$ cat src/hdl/deq_pkg.sv
package deq_pkg;

  localparam int DEPTH  = 16;
  localparam int IDX_W  = $clog2(DEPTH);
  localparam int CNT_W  = $clog2(DEPTH + 1);
  localparam int DATA_W = 32;
  localparam int OP_W   = 3;
  localparam int STAT_W = 2;

  typedef enum logic [OP_W-1:0] {
    OP_PUSH_FRONT = 3'd0,
    OP_PUSH_BACK  = 3'd1,
    OP_POP_FRONT  = 3'd2,
    OP_POP_BACK   = 3'd3,
    OP_DUMP       = 3'd4
  } op_t;

  typedef enum logic [STAT_W-1:0] {
    ST_OK    = 2'd0,
    ST_EMPTY = 2'd1,
    ST_FULL  = 2'd2
  } status_t;

  typedef enum logic [1:0] {
    CELL_HOLD,
    CELL_FROM_LEFT,
    CELL_FROM_RIGHT,
    CELL_LOAD
  } cell_op_t;

  typedef enum logic {
    S_IDLE,
    S_DUMP
  } fsm_t;

  typedef logic signed [DATA_W-1:0] word_t;

endpackage

$ cat src/hdl/deq_ifs.sv
interface deq_in_if;
  import deq_pkg::*;

  logic                valid;
  logic                ready;
  logic [OP_W-1:0]     operation;
  logic signed [DATA_W-1:0] value;

  modport source (output valid, output operation, output value, input ready);
  modport sink   (input valid, input operation, input value, output ready);
endinterface

interface deq_out_if;
  import deq_pkg::*;

  logic                valid;
  logic                ready;
  logic [STAT_W-1:0]   status;
  logic signed [DATA_W-1:0] data;
  logic                last;

  modport source (output valid, output status, output data, output last, input ready);
  modport sink   (input valid, input status, input data, input last, output ready);
endinterface

$ cat src/hdl/double_ended_queue.sv
// Push and pop: one beat per cycle while the output is free; result registered the cycle after.
// Dump of n entries: n beats from the front cell as the row rotates, one per cycle while the
// output is free; input is held off until the final dump beat has left the output register.
// Dump of an empty queue, or a full/empty reject: a single beat, registered like a push or pop.
// Reset (rst_n low, synchronous) empties the queue and clears the output valid;
// stored words are not cleared and are read only after being written.
module double_ended_queue (
  input logic      clk,
  input logic      rst_n,
  deq_in_if.sink   in_ch,
  deq_out_if.source out_ch
);
  import deq_pkg::*;

  word_t             cell_q  [DEPTH];
  cell_op_t          cell_op [DEPTH];
  word_t             load_data;

  fsm_t              state_r, state_nxt;
  logic [CNT_W-1:0]  count_r, count_nxt;
  logic [CNT_W-1:0]  rem_r, rem_nxt;
  logic [CNT_W-1:0]  cnt_m1;

  logic              out_valid_r, out_valid_nxt;
  logic [STAT_W-1:0] status_r, status_nxt;
  word_t             data_r, data_nxt;
  logic              last_r, last_nxt;

  logic              slot_free;
  logic              in_rdy;
  logic              in_fire;
  logic              is_full;
  logic              is_empty;

  genvar g;
  generate
    for (g = 0; g < DEPTH; g++) begin : g_cell
      word_t left_d;
      word_t right_d;
      if (g == 0) begin : g_first
        assign left_d = cell_q[g];
      end else begin : g_mid_l
        assign left_d = cell_q[g-1];
      end
      if (g == DEPTH - 1) begin : g_end
        assign right_d = cell_q[g];
      end else begin : g_mid_r
        assign right_d = cell_q[g+1];
      end
      deq_cell u_cell (
        .clk     (clk),
        .op      (cell_op[g]),
        .left_d  (left_d),
        .right_d (right_d),
        .load_d  (load_data),
        .q       (cell_q[g])
      );
    end
  endgenerate

  assign slot_free = !out_valid_r || out_ch.ready;
  assign in_rdy    = rst_n && (state_r == S_IDLE) && slot_free;
  assign in_fire   = in_ch.valid && in_rdy;
  assign is_full   = (count_r == CNT_W'(DEPTH));
  assign is_empty  = (count_r == '0);
  assign cnt_m1    = count_r - 1'b1;

  // next state
  always_comb begin
    state_nxt = state_r;
    case (state_r)
      S_IDLE: begin
        if (in_fire && (in_ch.operation == OP_DUMP) && !is_empty) begin
          state_nxt = S_DUMP;
        end
      end
      S_DUMP: begin
        if (slot_free && (rem_r == CNT_W'(1))) begin
          state_nxt = S_IDLE;
        end
      end
      default: state_nxt = S_IDLE;
    endcase
  end

  // datapath control and result beat
  always_comb begin
    for (int i = 0; i < DEPTH; i++) begin
      cell_op[i] = CELL_HOLD;
    end
    load_data     = in_ch.value;
    count_nxt     = count_r;
    rem_nxt       = rem_r;
    out_valid_nxt = out_valid_r && !out_ch.ready;
    status_nxt    = status_r;
    data_nxt      = data_r;
    last_nxt      = last_r;

    case (state_r)
      S_IDLE: begin
        if (in_fire) begin
          case (in_ch.operation)
            OP_PUSH_FRONT: begin
              out_valid_nxt = 1'b1;
              data_nxt      = '0;
              last_nxt      = 1'b1;
              if (is_full) begin
                status_nxt = ST_FULL;
              end else begin
                status_nxt = ST_OK;
                for (int i = 0; i < DEPTH; i++) begin
                  cell_op[i] = CELL_FROM_LEFT;
                end
                cell_op[0] = CELL_LOAD;
                count_nxt  = count_r + 1'b1;
              end
            end
            OP_PUSH_BACK: begin
              out_valid_nxt = 1'b1;
              data_nxt      = '0;
              last_nxt      = 1'b1;
              if (is_full) begin
                status_nxt = ST_FULL;
              end else begin
                status_nxt                    = ST_OK;
                cell_op[count_r[IDX_W-1:0]]   = CELL_LOAD;
                count_nxt                     = count_r + 1'b1;
              end
            end
            OP_POP_FRONT: begin
              out_valid_nxt = 1'b1;
              data_nxt      = '0;
              last_nxt      = 1'b1;
              if (is_empty) begin
                status_nxt = ST_EMPTY;
              end else begin
                status_nxt = ST_OK;
                for (int i = 0; i < DEPTH; i++) begin
                  cell_op[i] = CELL_FROM_RIGHT;
                end
                count_nxt = cnt_m1;
              end
            end
            OP_POP_BACK: begin
              out_valid_nxt = 1'b1;
              data_nxt      = '0;
              last_nxt      = 1'b1;
              if (is_empty) begin
                status_nxt = ST_EMPTY;
              end else begin
                status_nxt = ST_OK;
                count_nxt  = cnt_m1;
              end
            end
            OP_DUMP: begin
              if (is_empty) begin
                out_valid_nxt = 1'b1;
                status_nxt    = ST_EMPTY;
                data_nxt      = '0;
                last_nxt      = 1'b1;
              end else begin
                rem_nxt = count_r;
              end
            end
            default: ;
          endcase
        end
      end
      S_DUMP: begin
        if (slot_free) begin
          // rotate left: front leaves on the beat and re-enters at the back
          out_valid_nxt = 1'b1;
          status_nxt    = ST_OK;
          data_nxt      = cell_q[0];
          last_nxt      = (rem_r == CNT_W'(1));
          for (int i = 0; i < DEPTH; i++) begin
            cell_op[i] = CELL_FROM_RIGHT;
          end
          load_data                  = cell_q[0];
          cell_op[cnt_m1[IDX_W-1:0]] = CELL_LOAD;
          rem_nxt                    = rem_r - 1'b1;
        end
      end
      default: ;
    endcase
  end

  always_ff @(posedge clk) begin
    if (!rst_n) begin
      state_r     <= S_IDLE;
      count_r     <= '0;
      rem_r       <= '0;
      out_valid_r <= 1'b0;
    end else begin
      state_r     <= state_nxt;
      count_r     <= count_nxt;
      rem_r       <= rem_nxt;
      out_valid_r <= out_valid_nxt;
    end
  end

  always_ff @(posedge clk) begin
    status_r <= status_nxt;
    data_r   <= data_nxt;
    last_r   <= last_nxt;
  end

  assign in_ch.ready   = in_rdy;
  assign out_ch.valid  = out_valid_r;
  assign out_ch.status = status_r;
  assign out_ch.data   = data_r;
  assign out_ch.last   = last_r;

  a_count_bound: assert property (@(posedge clk) disable iff (!rst_n)
    count_r <= CNT_W'(DEPTH))
    else $error("entry count beyond depth");

  a_dump_rem: assert property (@(posedge clk) disable iff (!rst_n)
    (state_r == S_DUMP) |-> ((rem_r != '0) && (rem_r <= count_r)))
    else $error("dump beat counter out of range");

  a_dump_blocks_in: assert property (@(posedge clk) disable iff (!rst_n)
    (state_r == S_DUMP) |-> !in_ch.ready)
    else $error("input taken during dump");

  a_push_grows: assert property (@(posedge clk) disable iff (!rst_n)
    (in_fire && !is_full &&
     ((in_ch.operation == OP_PUSH_FRONT) || (in_ch.operation == OP_PUSH_BACK)))
    |=> (count_r == $past(count_r) + 1'b1))
    else $error("push did not grow the queue");

  a_dump_keeps_count: assert property (@(posedge clk) disable iff (!rst_n)
    (state_r == S_DUMP) |=> (count_r == $past(count_r)))
    else $error("count changed during dump");

endmodule

$ cat src/hdl/deq_cell.sv
module deq_cell (
  input  logic              clk,
  input  deq_pkg::cell_op_t op,
  input  deq_pkg::word_t    left_d,
  input  deq_pkg::word_t    right_d,
  input  deq_pkg::word_t    load_d,
  output deq_pkg::word_t    q
);
  import deq_pkg::*;

  word_t q_r;

  always_ff @(posedge clk) begin
    case (op)
      CELL_FROM_LEFT:  q_r <= left_d;
      CELL_FROM_RIGHT: q_r <= right_d;
      CELL_LOAD:       q_r <= load_d;
      default:         q_r <= q_r;
    endcase
  end

  assign q = q_r;

endmodule
$ cat src/flat_wrapper.sv
// flat-port wrapper written by rule: the top's interface ports become plain ports
module double_ended_queue_flat import deq_pkg::*;
  (clk, rst_n, in_ch_valid, in_ch_operation, in_ch_value, in_ch_ready, out_ch_valid, out_ch_status, out_ch_data, out_ch_last, out_ch_ready);
  deq_in_if in_ch_i ();
  deq_out_if out_ch_i ();
  input logic clk;
  input logic rst_n;
  input wire logic [$bits(in_ch_i.valid)-1:0] in_ch_valid;
  input wire logic [$bits(in_ch_i.operation)-1:0] in_ch_operation;
  input wire logic [$bits(in_ch_i.value)-1:0] in_ch_value;
  output wire logic [$bits(in_ch_i.ready)-1:0] in_ch_ready;
  output wire logic [$bits(out_ch_i.valid)-1:0] out_ch_valid;
  output wire logic [$bits(out_ch_i.status)-1:0] out_ch_status;
  output wire logic [$bits(out_ch_i.data)-1:0] out_ch_data;
  output wire logic [$bits(out_ch_i.last)-1:0] out_ch_last;
  input wire logic [$bits(out_ch_i.ready)-1:0] out_ch_ready;
  assign in_ch_i.valid = in_ch_valid;
  assign in_ch_i.operation = in_ch_operation;
  assign in_ch_i.value = in_ch_value;
  assign in_ch_ready = in_ch_i.ready;
  assign out_ch_valid = out_ch_i.valid;
  assign out_ch_status = out_ch_i.status;
  assign out_ch_data = out_ch_i.data;
  assign out_ch_last = out_ch_i.last;
  assign out_ch_i.ready = out_ch_ready;
  double_ended_queue u_core (.clk(clk), .rst_n(rst_n), .in_ch(in_ch_i), .out_ch(out_ch_i));
endmodule
$ cat config.mk
export PLATFORM = sky130hd
export DESIGN_NAME = double_ended_queue_flat
export DESIGN_NICKNAME = d
export VERILOG_FILES = /design/src/hdl/deq_pkg.sv /design/src/hdl/deq_ifs.sv /design/src/hdl/double_ended_queue.sv /design/src/hdl/deq_cell.sv /design/src/flat_wrapper.sv
export SDC_FILE = /design/constraint.sdc
export NUM_CORES = 1
export LEC_CHECK = 0
export ABC_AREA = 1
export BUFFER_PORTS_ARGS = -buffer_cell sky130_fd_sc_hd__buf_2
export CAP_MARGIN = 20
export CORE_MARGIN = 2
export CORE_UTILIZATION = 40
export CTS_BUF_LIST = sky130_fd_sc_hd__clkbuf_8
export DETAILED_ROUTE_END_ITERATION = 12
export MAX_ROUTING_LAYER = met4
export SLEW_MARGIN = 15
export SYNTH_ARGS = -nofsm -noshare
export SYNTH_HDL_FRONTEND = slang
export SYNTH_HIERARCHICAL = 1
export SYNTH_SLANG_ARGS = --single-unit
export TNS_END_PERCENT = 10
$ cat constraint.sdc
create_clock -name clk -period 4 [get_ports clk]
set_clock_uncertainty 0.05 [all_clocks]
set_input_delay 0.2 -clock clk [delete_from_list [all_inputs] [get_ports clk]]
set_output_delay 0.2 -clock clk [all_outputs]
set_load 0.005 [all_outputs]
==> results of run 1 <==
==> state kept, by name, indices dropped and copies added (netlist names) <==
register	flops
u_core/state_r	1
u_core/count_r	5
u_core/out_ch.data	32
u_core/out_ch.status	2
u_core/g_cell.u_cell/q	512
u_core/out_ch.last	1
u_core/out_ch.valid	1
u_core/rem_r	5
==> power by group <==
group,switching [mW],total (mW),internal (mW)
Clock,2.53,5.04,2.51
Sequential,0.0866,6.62,6.54
Combinational,0.545,0.723,0.178
==> worst paths after layout <==
kind              slack [ps]               start                             to  cells after the start
setup / recovery         860   u_core/count_r[0]  u_core/g_cell[15].u_cell/q[5]                     11
hold / removal            60  in_ch_operation[0]              u_core/count_r[1]                      6
setup reg to reg         860   u_core/count_r[0]  u_core/g_cell[15].u_cell/q[5]                     11
hold reg to reg          430     u_core/rem_r[1]                u_core/rem_r[1]                      2
==> routing by layer <==
layer | track usage | share of wire
met1 | 0.330 | 0.43
met2 | 0.358 | 0.45
met3 | 0.0332 | 0.087
met4 | 0.0892 | 0.036
met5 | - | 0
==> layout by cell type (no fill, tap or decap), types with 5 or more instances in the layout <==
| cell | netlist | layout |
|---|---|---|
| a21oi_1 | 8 | 7 |
| edfxtp_1 | 547 | 547 |
| inv_1 | 74 | 106 |
| nand3_1 | 1552 | 1552 |
| clkbuf_8 | 0 | 99 |
| o21ai_0 | 26 | 9 |
| buf_2 | 90 | 75 |
| buf_4 | 97 | 71 |
| clkinv_2 | 0 | 11 |
| nand3_2 | 5 | 5 |
| dfxtp_1 | 12 | 12 |
| clkinv_1 | 2 | 31 |
| nand2_2 | 3 | 20 |
| ha_1 | 7 | 7 |
| inv_4 | 16 | 16 |
| nand2_1 | 799 | 782 |
| nor2_1 | 25 | 25 |
| dlygate4sd3_1 | 0 | 5 |
| o21ai_2 | 0 | 16 |
==> timing repair <==
item / 4_1_cts / 5_1_grt
setup endpoints to repair: 0 / 0
hold buffers: 5 / 0
hold endpoints to repair: 13 / 0
==> synthesized netlist by cell type, types with 2 or more instances <==
cell type and number:
inv_4 16, clkbuf_1 5, dfxtp_1 12, buf_2 90, nand3_1 1552, inv_2 3
ha_1 7, nand2_1 799, xor2_1 3, a21oi_1 8, buf_4 97, inv_1 74
buf_6 98, nand4_1 3, edfxtp_1 547, o21ai_0 26, nor3_1 2, clkinv_1 2
nand2_2 3, xnor2_1 2, nand3_2 5, nor2_1 25, buf_1 3, nor2_2 3
==> critical path: stages (launching register included) <==
cell and delay, ps:
dfxtp_1 430, inv_1 140, ha_1 350, nand3_2 170
nand4_2 340, nand2_1 160, nand2_1 80, nand2_2 70
inv_1 40, buf_4 260, nand2_1 220, buf_4 450
==> area by class of cell <==
type / instances / area (um^2) / area share
Inverter: 95 / 397 / 0.0121
Clock buffer: 99 / 1360 / 0.0417
Sequential cell: 559 / 16700 / 0.510
Clock inverter: 81 / 443 / 0.0136
Multi-Input combinational cell: 2445 / 11500 / 0.351
Tap cell: 1030 / 1290 / 0.0395
Antenna cell: 1 / 2.50 / 0.0000766
Timing Repair Buffer: 154 / 1020 / 0.0312
==> logic make-up (layout without fill, tap and decap cells) <==
| group | after synthesis | count (layout) | share of synthesized area |
|---|---|---|---|
| AOI/OAI and AO/OA | 37 | 37 | 0.00635 |
| xor gates and xnor gates | 5 | 5 | 0.00142 |
| adders and majority gates | 7 | 7 | 0.00285 |
| buffers and inverters | 388 | 429 | 0.0881 |
| DFF | 559 | 559 | 0.542 |
| other | 0 | 1 | 0 |
| and+or+nand+nor | 2396 | 2396 | 0.359 |
==> through the flow <==
step | power (mW) | cell area (um^2) | util | worst slack, ps | std cells
after detailed placement | 7.45 | 30800 | 0.405 | 872 | 4277
after global routing | 12.8 | 32700 | 0.430 | 608 | 4464
after CTS | 12.4 | 32600 | 0.430 | 852 | 4462
final | 12.4 | 32700 | 0.430 | 859 | 4464
after floorplan | 7.19 | 30700 | - | 699 | 3392
after global placement | 7.44 | 30800 | 0.405 | 924 | 4277
==> impl_metrics.yaml, run 1 <==
yosys:
  synth_ff_type: "edfxtp_1"
  synthTopCellsByArea: "edfxtp_1 (53%), nand3_1 (25%), nand2_1 (9.8%)"
  synth_edf_count: 547
  yosysUniqueCellTypes: 31
  synth_seq_area_share: 0.542
  synthesis.nets: 3438
  async_flop_share: 0
  synth_top_area_share: 0.534
  post-synth-top-area-cell: "edfxtp_1"
  mappedNetlistArea_um2: 30700
  avgSynthCellArea_um2: 9.06
  ys_warn_count: 6
  synth_seq_cells: 559
  synth_cells: 3392
cts:
  root_buffer: "clkbuf_8"
  clk_pin_slew_ps: 60
  cts_tree: "yes"
  cts_made_buffers: 98
  htreeDepth: 3
  cts_buffer_depth: 3
  post_cts_buffers: 0
  clock_latency_ps: 720
  cts.repair.resized: 0
  clock_sinks: 559
floorplan:
  die_w_um: 281
  core-area_um2: 75900
  die_h_um: 281
  die-area_um2: 79100
  start_util: 0.405
  ios: 76
  core.rowCount: 101
worst_setup_path:
  cp.required_ps: 4300
  cp-start-kind: "flip-flop"
  crit_fanout: 33
  end_kind: "flip-flop"
  cp.arrival_ps: 3440
  worstSetupPathType: "reg2reg"
finish:
  nets: 3399
  fillers: 7416
  area_growth_pct: 6.24
  layout-drive-gt1-share: 0.0982
timing:
  period_share: 0.785
  finalSetupViolCount: 0
  hold_viol: 0
  fmax_mhz: 318
  period_minus_slack_ps: 3140
  worst_pin_slew_ps: 1150
  hold_ws_ps: 63.8
  setup-tns-final_ps: 0
  slew_viol_final: 0
  maxSlewHeadroom: 0.235
  rsz0062_at_grt: "no"
power_and_ir_drop:
  vdd_ir_drop_max_uv: 251
  p_leak_nw: 12.6
  power.density_nw_per_um2: 379
global_route:
  grt_max_degree: 65
  grt_pass1_vias: 24600
  antenna_found_initial: 1
  grt_pass1_wl_um: 145000
  overflow: 0
  grt_usage: 0.239
hold_path:
  worstHoldPathType: "in2reg"
flow_run:
  drv_cap: 0
detailed_routing:
  vias_per_cell: 5.80
  first_pass_iters: 6
  drcViolationCount: 0
  drt_first_iter_violations: 3127
  antenna_left: 0
  routedWlPerCell_um: 20.8
  routed-via-count: 25900
  wl_um: 92700
status:
  outcome: "finished, final reports clean"
placement:
  hpwl_um: 62100
  place_congestion: 0.849
  portBuffers: 75
(Power assumes the default switching activity.)
==> run 2: changes to the inputs <==
==> constraint.sdc (replaced) <==
create_clock -name clk -period 3.2 [get_ports clk]
set_clock_uncertainty 0.05 [all_clocks]
set_input_delay 0.16 -clock clk [delete_from_list [all_inputs] [get_ports clk]]
set_output_delay 0.16 -clock clk [all_outputs]
set_load 0.005 [all_outputs]
==> run 2 against run 1 <==
Critical path depth fell by 1. Worst setup slack got worse by 560 ps. Worst hold slack improved by 8.9 ps. Via count fell by 0.77%. Count of clock-buffer cells in the layout is 1 higher. Flip-flop and latch count did not move. Final area increased by 0.88%. First-iteration DRC count fell by 6.4%. Utilization is 0.38 points higher. Critical endpoint is now u_core/g_cell[4].u_cell/q[28].
==> impl_metrics.yaml, run 2 (synthesis results as in run 1) <==
status:
  outcome: "finished, final reports clean"
timing:
  finalSetupViolCount: 0
  setup_slack_ps: 303
  slew_viol_final: 0
  hold_viol: 0
  period_minus_slack_ps: 2900
  fmax_mhz: 345
  maxSlewHeadroom: 0.345
  rsz0062_at_grt: "no"
  setup-tns-final_ps: 0
  period_share: 0.905
  worst_pin_slew_ps: 981
detailed_routing:
  wl_um: 90900
  routed-via-count: 25700
  drt_first_iter_violations: 2928
  drcViolationCount: 0
  vias_per_cell: 5.74
  antenna_left: 0
  routedWlPerCell_um: 20.3
  first_pass_iters: 6
hold_path:
  holdPathStages: 4
  min_from: "in_ch_operation[1]"
  worstHoldPathType: "in2reg"
  hold_end: "u_core/out_ch.status[1]"
finish:
  final_cell_mix: "nand3_1 (1552), nand2_1 (782), edfxtp_1 (547)"
  ff_latch_area_um2: 16700
  final_area_um2: 32900
  fillers: 7493
  layout_commonest_cell: "nand3_1"
  area_growth_pct: 7.17
  layout-drive-gt1-share: 0.103
  final_cells: 4476
  nets: 3424
  multiInputGateArea_um2: 11500
  largest_reg_flops: 512
global_route:
  grt_pass1_wl_um: 143000
  overflow: 0
  antenna_found_initial: 1
  grt_max_degree: 65
  grt_usage: 0.235
  grt_pass1_vias: 24000
power_and_ir_drop:
  swShare: 0.256
  p_leak_nw: 12.7
  p_seq_frac: 0.544
  power.density_nw_per_um2: 462
  clkPwrFrac: 0.395
  internal-power_mw: 11.3
  switchingPower_mw: 3.89
  combPwrFrac: 0.061
  vdd_ir_drop_max_uv: 258
  power_mw: 15.2
floorplan:
  ios: 76
  die_h_um: 281
  die-area_um2: 79100
  die_w_um: 281
  core-area_um2: 75900
  start_util: 0.405
  core.rowCount: 101
cts:
  htreeDepth: 3
  clock_latency_ps: 740
  clk_pin_slew_ps: 60
  cts_tree: "yes"
  clock_sinks: 559
  cts_buffer_depth: 3
  cts_made_buffers: 99
  root_buffer: "clkbuf_8"
placement:
  place_congestion: 0.868
  dp.cells: 4300
  hpwl_um: 62400
  dpl_cell_area_um2: 31200
  dp_slack_ps: 379
  portBuffers: 75
worst_setup_path:
  ff2ff_path_depth: 10
  crit_fanout: 64
  cp.required_ps: 3690
  reg2reg_to: "u_core/g_cell[4].u_cell/q[28]"
  r2r_start: "u_core/count_r[0]"
  cp-start-kind: "flip-flop"
  cp.arrival_ps: 3390
  end_kind: "flip-flop"
  worstSetupPathType: "reg2reg"
  r2r_slack_ps: 300
flow_run:
  drv_cap: 0
==> run 2: cell types whose count changed in the layout (fill, tap and decap cells not counted) <==
cell / before / now
buf_12: 3 / 20
bufinv_16: 3 / 0
clkinv_8: 2 / 0
clkbuf_8: 99 / 100
dlygate4sd3_1: 5 / 7
inv_1: 106 / 113
clkinv_2: 11 / 8
inv_12: 0 / 2
clkinv_1: 31 / 16
buf_4: 71 / 76
inv_8: 1 / 2
==> run 2: worst max path at each step <==
stage,slack (ps),to,cells after the start,startpoint
finish,300,u_core/g_cell[4].u_cell/q[28],10,u_core/count_r[0]
CTS,340,u_core/g_cell[1].u_cell/q[23],11,u_core/count_r[0]
floorplan,250,u_core/g_cell[3].u_cell/q[0],13,u_core/count_r[0]
detailed placement,380,u_core/g_cell[11].u_cell/q[20],10,u_core/count_r[0]
global placement,450,u_core/g_cell[4].u_cell/q[20],10,u_core/count_r[0]
global route,50,u_core/g_cell[4].u_cell/q[31],10,u_core/count_r[0]
==> run 2: per-stage QoR <==
| stage | hold WS (ps) | util |
|---|---|---|
| floorplan | 351 | - |
| global placement | 422 | 0.410 |
| detailed placement | 438 | 0.410 |
| CTS | 24.4 | 0.434 |
| global route | 92.6 | 0.434 |
| finish | 72.7 | 0.434 |
==> run 2: critical path, cell delays in order, from the launching register on <==
cell     delay, ps
dfxtp_1        410
inv_1          130
ha_1           340
nand3_2        160
nand4_2        350
nand2_1        180
nand2_1         80
nand2_2         90
buf_4          540
nand3_1        220
nand3_1        110
==> run 2: power groups by stage <==
stage               Combinational [mW]  Clock [mW]  Sequential, mW
CTS                              0.918        6.11            8.28
floorplan                        0.612           0            8.38
detailed placement               0.910           0            8.43
global route                      1.01        6.42            8.29
finish                           0.928        6.01            8.28
global placement                 0.901           0            8.43
==> run 2: routing by layer <==
metal / global-route usage / vias to the layer above / part of all wire
met1: 0.322 / 12300 / 0.43
met5: - / - / 0
li1: - / 12000 / -
met4: 0.0776 / 0 / 0.031
met2: 0.356 / 1178 / 0.45
met3: 0.0377 / 207 / 0.083
==> run 2: layout make-up <==
type,count,share of cell area
sequential,559,0.506
multi-input combinational,2445,0.348
timing repair buffer,178,0.0430
clock buffer,100,0.0418
tap,1030,0.0391
inverter,95,0.0120
clock inverter,68,0.00969
antenna,1,0.0000760
==> run 2: what timing repair did <==
| action | 4_1_cts | 5_1_grt |
|---|---|---|
| hold buffers | 7 | 0 |
| buffers inserted | 0 | 0 |
| hold endpoints to repair | 14 | 0 |
| resized for setup | 0 | 0 |
